File: src/sv/mhpf_pkg.sv
// Shared types, codes and helpers of the 802.15.4 MAC header parser and filter.
package mhpf_pkg;

    // Result status codes
    typedef enum logic [1:0] {
        STATUS_OK        = 2'd0,
        STATUS_SHORT     = 2'd1,
        STATUS_SECURITY  = 2'd2,
        STATUS_ACK_ADDR  = 2'd3
    } status_t;

    // Address class against this node's own addresses
    typedef enum logic [1:0] {
        CLASS_HOST       = 2'd0,
        CLASS_BROADCAST  = 2'd1,
        CLASS_OTHERHOST  = 2'd2
    } pkt_class_t;

    // Delivery path by frame type
    typedef enum logic [1:0] {
        DELIV_DATA       = 2'd0,
        DELIV_COMMAND    = 2'd1,
        DELIV_DROP       = 2'd2
    } delivery_t;

    // Configuration register indexes
    localparam logic [1:0] CFG_OWN_PAN_ID     = 2'd0;
    localparam logic [1:0] CFG_OWN_SHORT_ADDR = 2'd1;
    localparam logic [1:0] CFG_OWN_LONG_ADDR  = 2'd2;

    // Address modes
    localparam logic [1:0] MODE_NONE  = 2'd0;
    localparam logic [1:0] MODE_SHORT = 2'd2;
    localparam logic [1:0] MODE_LONG  = 2'd3;

    // Frame types
    localparam logic [2:0] FTYPE_DATA = 3'd1;
    localparam logic [2:0] FTYPE_ACK  = 3'd2;
    localparam logic [2:0] FTYPE_CMD  = 3'd3;

    // Frame control bit positions
    localparam int FC_SEC_BIT    = 3;
    localparam int FC_ACKREQ_BIT = 5;
    localparam int FC_INTRA_BIT  = 6;

    // Byte positions inside the header
    localparam logic [4:0] POS_FC_LO   = 5'd0;
    localparam logic [4:0] POS_FC_HI   = 5'd1;
    localparam logic [4:0] POS_SEQ     = 5'd2;
    localparam logic [4:0] POS_ADDRS   = 5'd3;
    localparam logic [4:0] PAN_BYTES   = 5'd2;

    localparam logic [15:0] PAN_BROADCAST   = 16'hffff;
    localparam logic [63:0] SHORT_BROADCAST = 64'h0000_0000_0000_ffff;

    localparam int TDATA_W = 184;

    // Decoded header fields handed to the filter
    typedef struct packed {
        logic [2:0]  frame_type;
        logic [1:0]  dst_mode;
        logic [1:0]  src_mode;
        logic [15:0] dst_pan;
        logic [63:0] dst_addr;
    } hdr_t;

    // Classification result
    typedef struct packed {
        pkt_class_t pkt_class;
        delivery_t  delivery;
    } filt_t;

    // Address length in bytes for an address mode (reserved mode reads as long)
    function automatic logic [4:0] addr_bytes(input logic [1:0] mode);
        logic [4:0] n;
        begin
            case (mode)
                MODE_NONE:  n = 5'd0;
                MODE_SHORT: n = 5'd2;
                default:    n = 5'd8;
            endcase
            return n;
        end
    endfunction

endpackage

File: src/sv/mhpf_filter.sv
// Address class and delivery path of a completed header.
module mhpf_filter (
    input  mhpf_pkg::hdr_t  hdr,
    input  logic [15:0]     own_pan_id,
    input  logic [15:0]     own_short_addr,
    input  logic [63:0]     own_long_addr,
    output mhpf_pkg::filt_t filt
);
    import mhpf_pkg::*;

    logic pan_ok;

    assign pan_ok = (hdr.dst_pan == own_pan_id) || (hdr.dst_pan == PAN_BROADCAST);

    // Class against own addresses
    always_comb begin
        if (hdr.dst_mode == MODE_NONE) begin
            filt.pkt_class = (hdr.src_mode != MODE_NONE) ? CLASS_OTHERHOST : CLASS_HOST;
        end else if (!pan_ok) begin
            filt.pkt_class = CLASS_OTHERHOST;
        end else if (hdr.dst_mode == MODE_SHORT) begin
            if (hdr.dst_addr == SHORT_BROADCAST) begin
                filt.pkt_class = CLASS_BROADCAST;
            end else if (hdr.dst_addr == {48'd0, own_short_addr}) begin
                filt.pkt_class = CLASS_HOST;
            end else begin
                filt.pkt_class = CLASS_OTHERHOST;
            end
        end else if (hdr.dst_mode == MODE_LONG && hdr.dst_addr == own_long_addr) begin
            filt.pkt_class = CLASS_HOST;
        end else begin
            filt.pkt_class = CLASS_OTHERHOST;
        end
    end

    // Delivery by frame type
    always_comb begin
        if (hdr.frame_type == FTYPE_DATA) begin
            filt.delivery = DELIV_DATA;
        end else if (hdr.frame_type <= FTYPE_CMD) begin
            filt.delivery = DELIV_COMMAND;
        end else begin
            filt.delivery = DELIV_DROP;
        end
    end

endmodule

File: src/sv/mac_header_parse_and_filter_core.sv
// Top level of the 802.15.4 MAC header parser and receive filter.
// Frame bytes enter on the slave stream one per transaction, starting at the
// frame control word, with s_tlast on the final byte. The parser accepts a byte
// on every cycle while the single output register, which sets the rate, is
// empty or being drained. One result transaction per frame is loaded into it
// with the byte that completes the header (or that ends the frame early, or
// that reveals the security bit or an acknowledgment with addresses) and
// leaves on the master stream. Payload bytes after the header are swallowed
// until s_tlast. Own PAN id, short and long addresses are written through the
// cfg_* port; the user must do so only while no frame is in flight, as the
// block itself does not enforce it.
module mac_header_parse_and_filter_core (
    input  logic         aclk,
    input  logic         aresetn,
    // configuration write port
    input  logic         cfg_wr_en,
    input  logic [1:0]   cfg_index,
    input  logic [63:0]  cfg_wdata,
    // receive byte stream
    input  logic         s_tvalid,
    output logic         s_tready,
    input  logic [7:0]   s_tdata,   // [7:0] rx_byte
    input  logic         s_tlast,   // last_byte
    // result stream
    output logic         m_tvalid,
    input  logic         m_tready,
    // [2:0] frame_type, [3] ack_request, [11:4] seq_num, [13:12] dst_mode,
    // [15:14] src_mode, [31:16] dst_pan, [47:32] src_pan, [111:48] dst_addr,
    // [175:112] src_addr, [177:176] packet_class, [179:178] delivery, rest zero
    output logic [mhpf_pkg::TDATA_W-1:0] m_tdata,
    output logic [1:0]   m_tuser    // [1:0] status
);
    import mhpf_pkg::*;

    // Configuration registers
    logic [15:0] own_pan_reg;
    logic [15:0] own_short_reg;
    logic [63:0] own_long_reg;

    // Parser state
    logic [4:0]  byte_pos_reg,  byte_pos_next;
    logic [15:0] fc_reg,        fc_next;
    logic [7:0]  seq_reg,       seq_next;
    logic [15:0] dst_pan_reg,   dst_pan_next;
    logic [15:0] src_pan_reg,   src_pan_next;
    logic [63:0] dst_addr_reg,  dst_addr_next;
    logic [63:0] src_addr_reg,  src_addr_next;
    logic        done_reg,      done_next;

    // Output register
    logic                 m_valid_reg;
    logic [TDATA_W-1:0]   m_data_reg;
    logic [1:0]           m_user_reg;

    logic        s_accept;
    logic [1:0]  dm, sm;
    logic        intra;
    logic [4:0]  q, q_inc;
    logic [4:0]  daddr_len, saddr_len, src_off, saddr_off, hdr_len, rel;
    logic        emit;
    status_t     status;
    logic [15:0] span;
    hdr_t        hdr;
    filt_t       filt;

    assign s_tready = !m_valid_reg || m_tready;
    assign s_accept = s_tvalid && s_tready;

    assign dm    = fc_reg[11:10];
    assign sm    = fc_reg[15:14];
    assign intra = fc_reg[FC_INTRA_BIT];
    assign q     = byte_pos_reg;
    assign q_inc = q + 5'd1;

    // Field layout of the header from the frame control word
    always_comb begin
        daddr_len = addr_bytes(dm);
        saddr_len = addr_bytes(sm);
        src_off   = (dm != MODE_NONE) ? (POS_ADDRS + PAN_BYTES + daddr_len) : POS_ADDRS;
        saddr_off = (sm != MODE_NONE && !intra) ? (src_off + PAN_BYTES) : src_off;
        hdr_len   = (sm != MODE_NONE) ? (saddr_off + saddr_len) : src_off;
    end

    // Place the byte into the header fields and decide on a result
    always_comb begin
        byte_pos_next = byte_pos_reg;
        fc_next       = fc_reg;
        seq_next      = seq_reg;
        dst_pan_next  = dst_pan_reg;
        src_pan_next  = src_pan_reg;
        dst_addr_next = dst_addr_reg;
        src_addr_next = src_addr_reg;
        done_next     = done_reg;
        emit          = 1'b0;
        status        = STATUS_OK;
        rel           = 5'd0;

        if (!done_reg) begin
            case (q)
                POS_FC_LO: begin
                    fc_next       = {8'd0, s_tdata};
                    seq_next      = 8'd0;
                    dst_pan_next  = 16'd0;
                    src_pan_next  = 16'd0;
                    dst_addr_next = 64'd0;
                    src_addr_next = 64'd0;
                end
                POS_FC_HI: begin
                    fc_next[15:8] = s_tdata;
                end
                POS_SEQ: begin
                    seq_next = s_tdata;
                end
                default: begin
                    if (dm != MODE_NONE && q < POS_ADDRS + PAN_BYTES) begin
                        rel = q - POS_ADDRS;
                        dst_pan_next[{rel[0], 3'b000} +: 8] = s_tdata;
                    end else if (dm != MODE_NONE && q < src_off) begin
                        rel = q - (POS_ADDRS + PAN_BYTES);
                        dst_addr_next[{rel[2:0], 3'b000} +: 8] = s_tdata;
                    end else if (sm != MODE_NONE && q >= src_off && q < saddr_off) begin
                        rel = q - src_off;
                        src_pan_next[{rel[0], 3'b000} +: 8] = s_tdata;
                    end else if (sm != MODE_NONE && q >= saddr_off && q < hdr_len) begin
                        rel = q - saddr_off;
                        src_addr_next[{rel[2:0], 3'b000} +: 8] = s_tdata;
                    end
                end
            endcase

            byte_pos_next = q_inc;
            if (q_inc >= POS_ADDRS) begin
                if (q_inc == POS_ADDRS && fc_reg[FC_SEC_BIT]) begin
                    status    = STATUS_SECURITY;
                    emit      = 1'b1;
                    done_next = 1'b1;
                end else if (q_inc == POS_ADDRS && fc_reg[2:0] == FTYPE_ACK &&
                             (dm != MODE_NONE || sm != MODE_NONE)) begin
                    status    = STATUS_ACK_ADDR;
                    emit      = 1'b1;
                    done_next = 1'b1;
                end else if (q_inc >= hdr_len) begin
                    status    = STATUS_OK;
                    emit      = 1'b1;
                    done_next = 1'b1;
                end
            end
            if (!done_next && s_tlast) begin
                status = STATUS_SHORT;
                emit   = 1'b1;
            end
        end

        // Rearm on the final byte
        if (s_tlast) begin
            byte_pos_next = 5'd0;
            done_next     = 1'b0;
        end
    end

    // Source PAN id: copy of the destination one under compression (zero when there is no destination address)
    always_comb begin
        if (intra) begin
            span = (dm != MODE_NONE) ? dst_pan_next : 16'd0;
        end else begin
            span = src_pan_next;
        end
    end

    assign hdr.frame_type = fc_next[2:0];
    assign hdr.dst_mode   = fc_next[11:10];
    assign hdr.src_mode   = fc_next[15:14];
    assign hdr.dst_pan    = dst_pan_next;
    assign hdr.dst_addr   = dst_addr_next;

    mhpf_filter u_filter (
        .hdr            (hdr),
        .own_pan_id     (own_pan_reg),
        .own_short_addr (own_short_reg),
        .own_long_addr  (own_long_reg),
        .filt           (filt)
    );

    // Hold configuration
    always_ff @(posedge aclk) begin
        if (!aresetn) begin
            own_pan_reg   <= 16'hffff;
            own_short_reg <= 16'hffff;
            own_long_reg  <= 64'd0;
        end else if (cfg_wr_en) begin
            case (cfg_index)
                CFG_OWN_PAN_ID:     own_pan_reg   <= cfg_wdata[15:0];
                CFG_OWN_SHORT_ADDR: own_short_reg <= cfg_wdata[15:0];
                CFG_OWN_LONG_ADDR:  own_long_reg  <= cfg_wdata;
                default: ;
            endcase
        end
    end

    // Advance parser state on each accepted transaction
    always_ff @(posedge aclk) begin
        if (!aresetn) begin
            byte_pos_reg <= 5'd0;
            fc_reg       <= 16'd0;
            seq_reg      <= 8'd0;
            dst_pan_reg  <= 16'd0;
            src_pan_reg  <= 16'd0;
            dst_addr_reg <= 64'd0;
            src_addr_reg <= 64'd0;
            done_reg     <= 1'b0;
        end else if (s_accept) begin
            byte_pos_reg <= byte_pos_next;
            fc_reg       <= fc_next;
            seq_reg      <= seq_next;
            dst_pan_reg  <= dst_pan_next;
            src_pan_reg  <= src_pan_next;
            dst_addr_reg <= dst_addr_next;
            src_addr_reg <= src_addr_next;
            done_reg     <= done_next;
        end
    end

    // Output register: load a result, drop it once taken
    always_ff @(posedge aclk) begin
        if (!aresetn) begin
            m_valid_reg <= 1'b0;
        end else if (s_accept && emit) begin
            m_valid_reg <= 1'b1;
        end else if (m_tready) begin
            m_valid_reg <= 1'b0;
        end
    end

    always_ff @(posedge aclk) begin
        if (s_accept && emit) begin
            m_user_reg <= status;
            if (status == STATUS_OK) begin
                m_data_reg <= {4'd0, filt.delivery, filt.pkt_class,
                               src_addr_next, dst_addr_next, span, dst_pan_next,
                               fc_next[15:14], fc_next[11:10], seq_next,
                               fc_next[FC_ACKREQ_BIT], fc_next[2:0]};
            end else begin
                m_data_reg <= '0;
            end
        end
    end

    assign m_tvalid = m_valid_reg;
    assign m_tdata  = m_data_reg;
    assign m_tuser  = m_user_reg;

endmodule
File: config.mk
export PLATFORM = sky130hd
export DESIGN_NAME = mac_header_parse_and_filter_core
export DESIGN_NICKNAME = d
export VERILOG_FILES = /design/src/sv/mhpf_pkg.sv /design/src/sv/mhpf_filter.sv /design/src/sv/mac_header_parse_and_filter_core.sv
export SDC_FILE = /design/constraint.sdc
export NUM_CORES = 1
export LEC_CHECK = 0
export BUFFER_PORTS_ARGS = -buffer_cell sky130_fd_sc_hd__buf_4
export CELL_PAD_IN_SITES_DETAIL_PLACEMENT = 1
export CELL_PAD_IN_SITES_GLOBAL_PLACEMENT = 2
export CORE_ASPECT_RATIO = 0.9
export CORE_MARGIN = 5
export CORE_UTILIZATION = 36
export DETAILED_ROUTE_END_ITERATION = 10
export GPL_TIMING_DRIVEN = 0
export HOLD_SLACK_MARGIN = 0.05
export PLACE_DENSITY_LB_ADDON = 0.1
export SETUP_SLACK_MARGIN = 0.05
export SYNTH_ARGS = -nofsm -noshare
export SYNTH_HDL_FRONTEND = slang
export SYNTH_SLANG_ARGS = --single-unit
File: constraint.sdc
create_clock -name aclk -period 9.3 [get_ports aclk]
set_input_delay 1.86 -clock aclk [delete_from_list [all_inputs] [get_ports aclk]]
set_output_delay 1.86 -clock aclk [all_outputs]
set_load 0.02 [all_outputs]
==> impl_metrics.tcl, run 1 <==
set metrics [dict create \
    coreArea_um2 62800 \
    antenna_found_initial 5 \
    postRouteAntennaNets 0 \
    cp-end-kind "flop" \
    first_pass_iters 6 \
    synth_flop_cell "dfxtp_1" \
    final.period_utilization_pct 95.5 \
    place.gp.congestion 0.982 \
    synth_top_area_share_pct 24.6 \
    reg2reg_from "byte_pos_reg[0]" \
    postSynthAreaPerCell_um2 8.93 \
    postCtsResizedCells 0 \
    post_cts_buffers 0 \
    hold_buffers 0 \
    grt_pass1_wl_um 165000 \
    hpwl_um 87500 \
    final_hold_viol_count 0 \
    grt_overflow 0 \
    slew_headroom_pct -1.76 \
    rows 87 \
    timing.max_cap.violations 2 \
    r2r-end "m_tdata[177]" \
    netlist_top_cells_area "dfxtp_1, edfxtp_1, a22oi_1, nor2_1, nand2_1" \
    multi_input_area_um2 10800 \
    seq_area_um2 11100 \
    yosysUniqueCellTypes 90 \
    synth_common_cells "nor2_1, nand2_1, dfxtp_1" \
    grt_pass1_vias 22788 \
    worstHoldStart "fc_reg[1]" \
    clk-insertion-delay-late_ns 0.62 \
    area_growth_pct 21.1 \
    ff2ff_setup_slack_ns 0.42 \
    p_leak_uw 0.0103 \
    vias 22935 \
    grt_max_degree 93 \
    grt_setup_unrepaired "no" \
    start_kind "flop" \
    nets 2988 \
    die_y_um 249 \
    drv_slew 7 \
    start_util_pct 36.4 \
    power_uw 5210 \
    power_density_nw_per_um2 188 \
    drc 0 \
    holdPathStages 2 \
    synthCells 2560 \
    grtUsageTotal_pct 32.8 \
    peakVddDrop_mv 0.142 \
    clkTransAtPathRegs_ns 0.07 \
    tightest_slew_ns 1.52 \
    setup_viol 0 \
    period_needed_ns 8.88 \
    synth.most_common_cell "nor2_1" \
    io_pins 268 \
    dp.cells 3668 \
    final.fill_count 7317 \
    syn-cell-area_um2 22800 \
    run_status "finished with violations" \
    layout-drive-gt1-share_pct 14.0 \
    path_max_fanout 11 \
    fp.dieArea_um2 68600 \
    root_buffer "clkbuf_16" \
    antenna-diode-count 0 \
    synth_edf_count 182 \
    worstRegToRegCells 16 \
    clock_sinks 463 \
    yosys.area.top_type "dfxtp_1" \
    yosysWarningCount 0 \
    largest_reg_flops 180 \
    die_width_um 276 \
    max-clock-path-buffers 3 \
    cts_inserted_buffers 52 \
    hold_class "reg -> reg" \
    routed_wl_um 118000 \
    initialDrtViolationCount 2503 \
    cp.arrival_ns 9.15 \
    ys_ff_latch 463 \
    wl_per_cell_um 31.2 \
    max_freq_ghz 0.113 \
    required_ns 9.56 \
    htreeDepth 2 \
    vias_per_cell 6.09 \
    cts_tree "built" \
    violations "capacitance limit, slew limit" \
    io_buffer_count 259 \
    setup.worst_path.class "reg -> reg" \
    final_cell_count_no_fill 3766 \
    async_flop_share_pct 0 \
    finClkSkew_ns 0.0208 \
    holdPathEnd "fc_reg[1]" \
    seq_area_frac_synth_pct 48.5 \
]
==> worst max-delay path by stage <==
stage	startpoint	end	slack (ns)	cells after the start
floorplan	m_tready	m_tdata[0]	2.20	6
global placement	m_tready	m_tdata[84]	-0.84	7
detailed placement	byte_pos_reg[0]	m_tdata[177]	0.69	16
CTS	byte_pos_reg[0]	m_tdata[177]	0.67	16
global route	byte_pos_reg[0]	m_tdata[177]	0.51	16
finish	byte_pos_reg[0]	m_tdata[177]	0.42	16
==> critical path: stages (launching register included) <==
cell      delay [ns]
dfxtp_1         0.50
buf_2           0.32
buf_1           0.54
inv_1           0.55
ha_1            0.36
clkbuf_1        0.30
or2_2           0.44
a211oi_1        1.09
buf_2           0.55
buf_2           0.43
buf_1           0.69
a32oi_1         0.52
xnor2_1         0.25
nor4_1          0.27
nand4_1         0.26
nor4_1          1.15
o32ai_1         0.28
==> kinds of logic (layout without fill, tap and decap cells) <==
| family | Yosys count | count (layout) | share of synthesized area [%] |
|---|---|---|---|
| other | 2 | 5 | 0.0329 |
| DFF | 463 | 463 | 48.5 |
| buffers and inverters | 247 | 605 | 4.32 |
| and+or+nand+nor | 1011 | 1011 | 20.2 |
| muxes | 7 | 7 | 0.318 |
| xor gates and xnor gates | 72 | 72 | 2.88 |
| AOI/OAI and AO/OA | 727 | 727 | 22.0 |
| adders and majority gates | 31 | 31 | 1.73 |
==> power breakdown <==
| group | switching [uW] | leakage [uW] | total (uW) | internal, uW |
|---|---|---|---|---|
| Sequential | 42.3 | 0.00409 | 2220 | 2180 |
| Clock | 925 | 0.000865 | 2200 | 1280 |
| Combinational | 587 | 0.00533 | 784 | 197 |
| Total | 1550 | 0.0103 | 5210 | 3650 |
==> layer usage <==
layer | global-route usage [%] | routed length, um | vias up
li1 | - | - | 9979
met5 | 0 | 25 | -
met3 | 5.71 | 9010 | 246
met1 | 45.0 | 50300 | 11630
met4 | 12.4 | 5130 | 4
met2 | 51.7 | 53100 | 1076
==> per-stage QoR <==
stage | setup TNS, ns | hold slack (ns) | utilization (%) | worst slack, ns | cell area [um2]
after detailed placement | 0 | 0.450 | 41.2 | 0.689 | 25900
after global routing | 0 | 0.491 | 44.1 | 0.507 | 27700
after CTS | 0 | 0.460 | 44.1 | 0.668 | 27700
after floorplan | 0 | 0.432 | - | 2.20 | 22900
after global placement | -145.69 | 0.441 | 41.2 | -0.842 | 25900
final | 0 | 0.458 | 44.1 | 0.417 | 27700
==> layout make-up <==
type	count	share of cell area (%)
Sequential cell	463	40.1
Multi-Input combinational cell	1853	39.0
Timing Repair Buffer	260	7.13
Clock buffer	61	4.94
Tap cell	845	3.82
Buffer	205	3.00
Clock inverter	37	1.47
Inverter	42	0.597
==> placed cells by master (no fill, tap or decap), drive strengths merged, types with 9 or more instances in the layout <==
cell	synthesis	layout
nor2	378	378
nand2	304	304
buf	37	297
dfxtp	281	281
clkbuf	168	229
a22oi	214	214
edfxtp	182	182
a21oi	170	170
o21ai	95	95
nand3	78	78
a211oi	58	58
inv	42	47
xnor2	38	38
nor3	38	38
xor2	34	34
and3	33	33
nor2b	32	32
nand4	32	32
ha	30	30
and2	28	28
nor4	26	26
a22o	21	21
clkinv	0	20
a32oi	15	15
a31oi	15	15
a2111oi	14	14
a21o	13	13
o2111ai	12	12
or3	10	10
o22a	10	10
o211ai	10	10
o22ai	9	9
or2	9	9
(Power assumes the default switching activity.)
==> inputs of run 2 (changes only) <==
--- a/config.mk
+++ b/config.mk
@@ -5,13 +5,13 @@
 export SDC_FILE = /design/constraint.sdc
 export NUM_CORES = 1
 export LEC_CHECK = 0
-export BUFFER_PORTS_ARGS = -buffer_cell sky130_fd_sc_hd__buf_4
 export CELL_PAD_IN_SITES_DETAIL_PLACEMENT = 1
 export CELL_PAD_IN_SITES_GLOBAL_PLACEMENT = 2
 export CORE_ASPECT_RATIO = 0.9
 export CORE_MARGIN = 5
-export CORE_UTILIZATION = 36
+export CORE_UTILIZATION = 39
 export DETAILED_ROUTE_END_ITERATION = 10
+export DONT_BUFFER_PORTS = 1
 export GPL_TIMING_DRIVEN = 0
 export HOLD_SLACK_MARGIN = 0.05
 export PLACE_DENSITY_LB_ADDON = 0.1
==> run 2 against run 1 <==
The run now ends clean. Sequential power up 2%. Critical path depth up 1. Die area down 7.4%. Register-to-register slack better by 0.41 ns. Combinational power down 16%.
==> impl_metrics.tcl, run 2 (synthesized netlist as in run 1, its figures left out) <==
set metrics [dict create \
    holdPathEnd "fc_reg[5]" \
    slowest_stage "a2111oi_0" \
    power_density_nw_per_um2 194 \
    required_ns 9.59 \
    tightest_slew_ns 1.44 \
    postRouteAntennaNets 0 \
    fp.dieArea_um2 63500 \
    clkTransAtPathRegs_ns 0.07 \
    vias_per_cell 6.34 \
    final_cell_mix "nor2_1, nand2_1, dfxtp_1, a22oi_1, edfxtp_1" \
    hold_buffers 0 \
    holdPathStages 2 \
    largest_reg_flops 180 \
    final_hold_viol_count 0 \
    cp-end-kind "flop" \
    cp_top_family "simple AND/OR/NAND/NOR gates" \
    antenna-diode-count 0 \
    worstRegToRegCells 17 \
    htreeDepth 2 \
    max-clock-path-buffers 3 \
    hpwl_um 85000 \
    final.fill_count 6775 \
    max_freq_ghz 0.118 \
    start_util_pct 39.2 \
    r2r-end "m_tdata[177]" \
    io_buffer_count 0 \
    crit_buf_inv 4 \
    initialDrtViolationCount 2610 \
    layout-drive-gt1-share_pct 5.42 \
    setup.worst_path.class "reg -> reg" \
    routed_wl_um 115000 \
    place.gp.congestion 0.996 \
    startpoint "byte_pos_reg[0]" \
    stdcell_area_um2 25500 \
    final_cell_count_no_fill 3431 \
    cts_inserted_buffers 49 \
    wl_per_cell_um 33.5 \
    path_cells "buf_2, buf_1, inv_1, ha_1, xnor2_4, inv_1, ha_1, or3b_2, a2111oi_0, nand4_1, o211ai_1, xor2_1, a211oi_1, nand4b_1, or4_1, nor4_2, o32ai_1" \
    timing.max_cap.violations 0 \
    p_leak_uw 0.00894 \
    cp.arrival_ns 8.77 \
    peakVddDrop_mv 0.115 \
    ff2ff_setup_slack_ns 0.82 \
    clk-insertion-delay-late_ns 0.61 \
    die_y_um 240 \
    drc 0 \
    cp_slowest_stage_delay_ns 0.97 \
    coreArea_um2 58200 \
    setup_viol 0 \
    nets 2727 \
    hold_class "reg -> reg" \
    die_width_um 265 \
    grt_max_degree 94 \
    rows 84 \
    worstHoldStart "fc_reg[5]" \
    final.period_utilization_pct 91.1 \
    root_buffer "clkbuf_16" \
    antenna_found_initial 4 \
    path_max_fanout 11 \
    slew_headroom_pct 3.75 \
    finClkSkew_ns 0.0163 \
    post_cts_buffers 0 \
    post_dp_cell_area_um2 23900 \
    grt_pass1_vias 21670 \
    vias 21762 \
    fin_tns_setup_ns 0 \
    power_uw 4930 \
    area_growth_pct 11.5 \
    clock_sinks 463 \
    grt_overflow 0 \
    first_pass_iters 8 \
    grt_setup_unrepaired "no" \
    layout_commonest_cell "nor2_1" \
    grt_pass1_wl_um 158000 \
    reg2reg_from "byte_pos_reg[0]" \
    start_kind "flop" \
    utilization_pct 43.8 \
    grtUsageTotal_pct 34.5 \
    cts_tree "built" \
    io_pins 268 \
    postCtsResizedCells 0 \
    run_status "finished, final reports clean" \
    period_needed_ns 8.48 \
    drv_slew 0 \
    dp.cells 3339 \
]
[run 2: worst reg2reg max path: cells and delay by family (launching register included)]
kind	cells	cell delay, ns
fa+ha+maj	2	0.71
xor+xnor	2	0.55
compound gates	4	2.22
flops	1	0.48
simple gates	5	2.64
buf+inv	4	1.57
[run 2: through the flow]
step	setup WS, ns	hold slack, ns
finish	0.824	0.468
global route	0.841	0.492
CTS	1.12	0.463
detailed placement	1.13	0.453
global placement	-0.867	0.442
floorplan	2.20	0.432
[run 2: area by class of cell]
type / count / area [um2] / area share, %
timing repair buffer: 2 / 32.5 / 0.128
clock buffer: 69 / 1430 / 5.59
clock inverter: 23 / 179 / 0.702
sequential: 463 / 11100 / 43.5
inverter: 42 / 165 / 0.648
tap: 774 / 968 / 3.80
multi-input combinational: 1853 / 10800 / 42.3
buffer: 205 / 830 / 3.26
[run 2: per-layer routing]
metal  GRT usage (%)  part of all wire [%]
met1            45.6                    42
met2            54.3                    45
met3            8.23                   8.8
met4            14.8                   4.8
met5               0                     0
[run 2: worst max path at each step]
stage | to | slack, ns | depth (start not counted)
after floorplan | m_tdata[0] | 2.20 | 6
after global placement | m_tdata[80] | -0.87 | 6
after detailed placement | m_tdata[177] | 1.13 | 17
after CTS | m_tdata[177] | 1.12 | 17
after global routing | m_tdata[177] | 0.84 | 17
final | m_tdata[177] | 0.82 | 17
[run 2: where the power goes]
group | switching (uW) | leakage, uW | internal, uW | total, uW
Clock | 880 | 0.000780 | 1130 | 2010
Sequential | 86.8 | 0.00409 | 2180 | 2270
Combinational | 518 | 0.00407 | 140 | 658
Total | 1480 | 0.00894 | 3450 | 4930
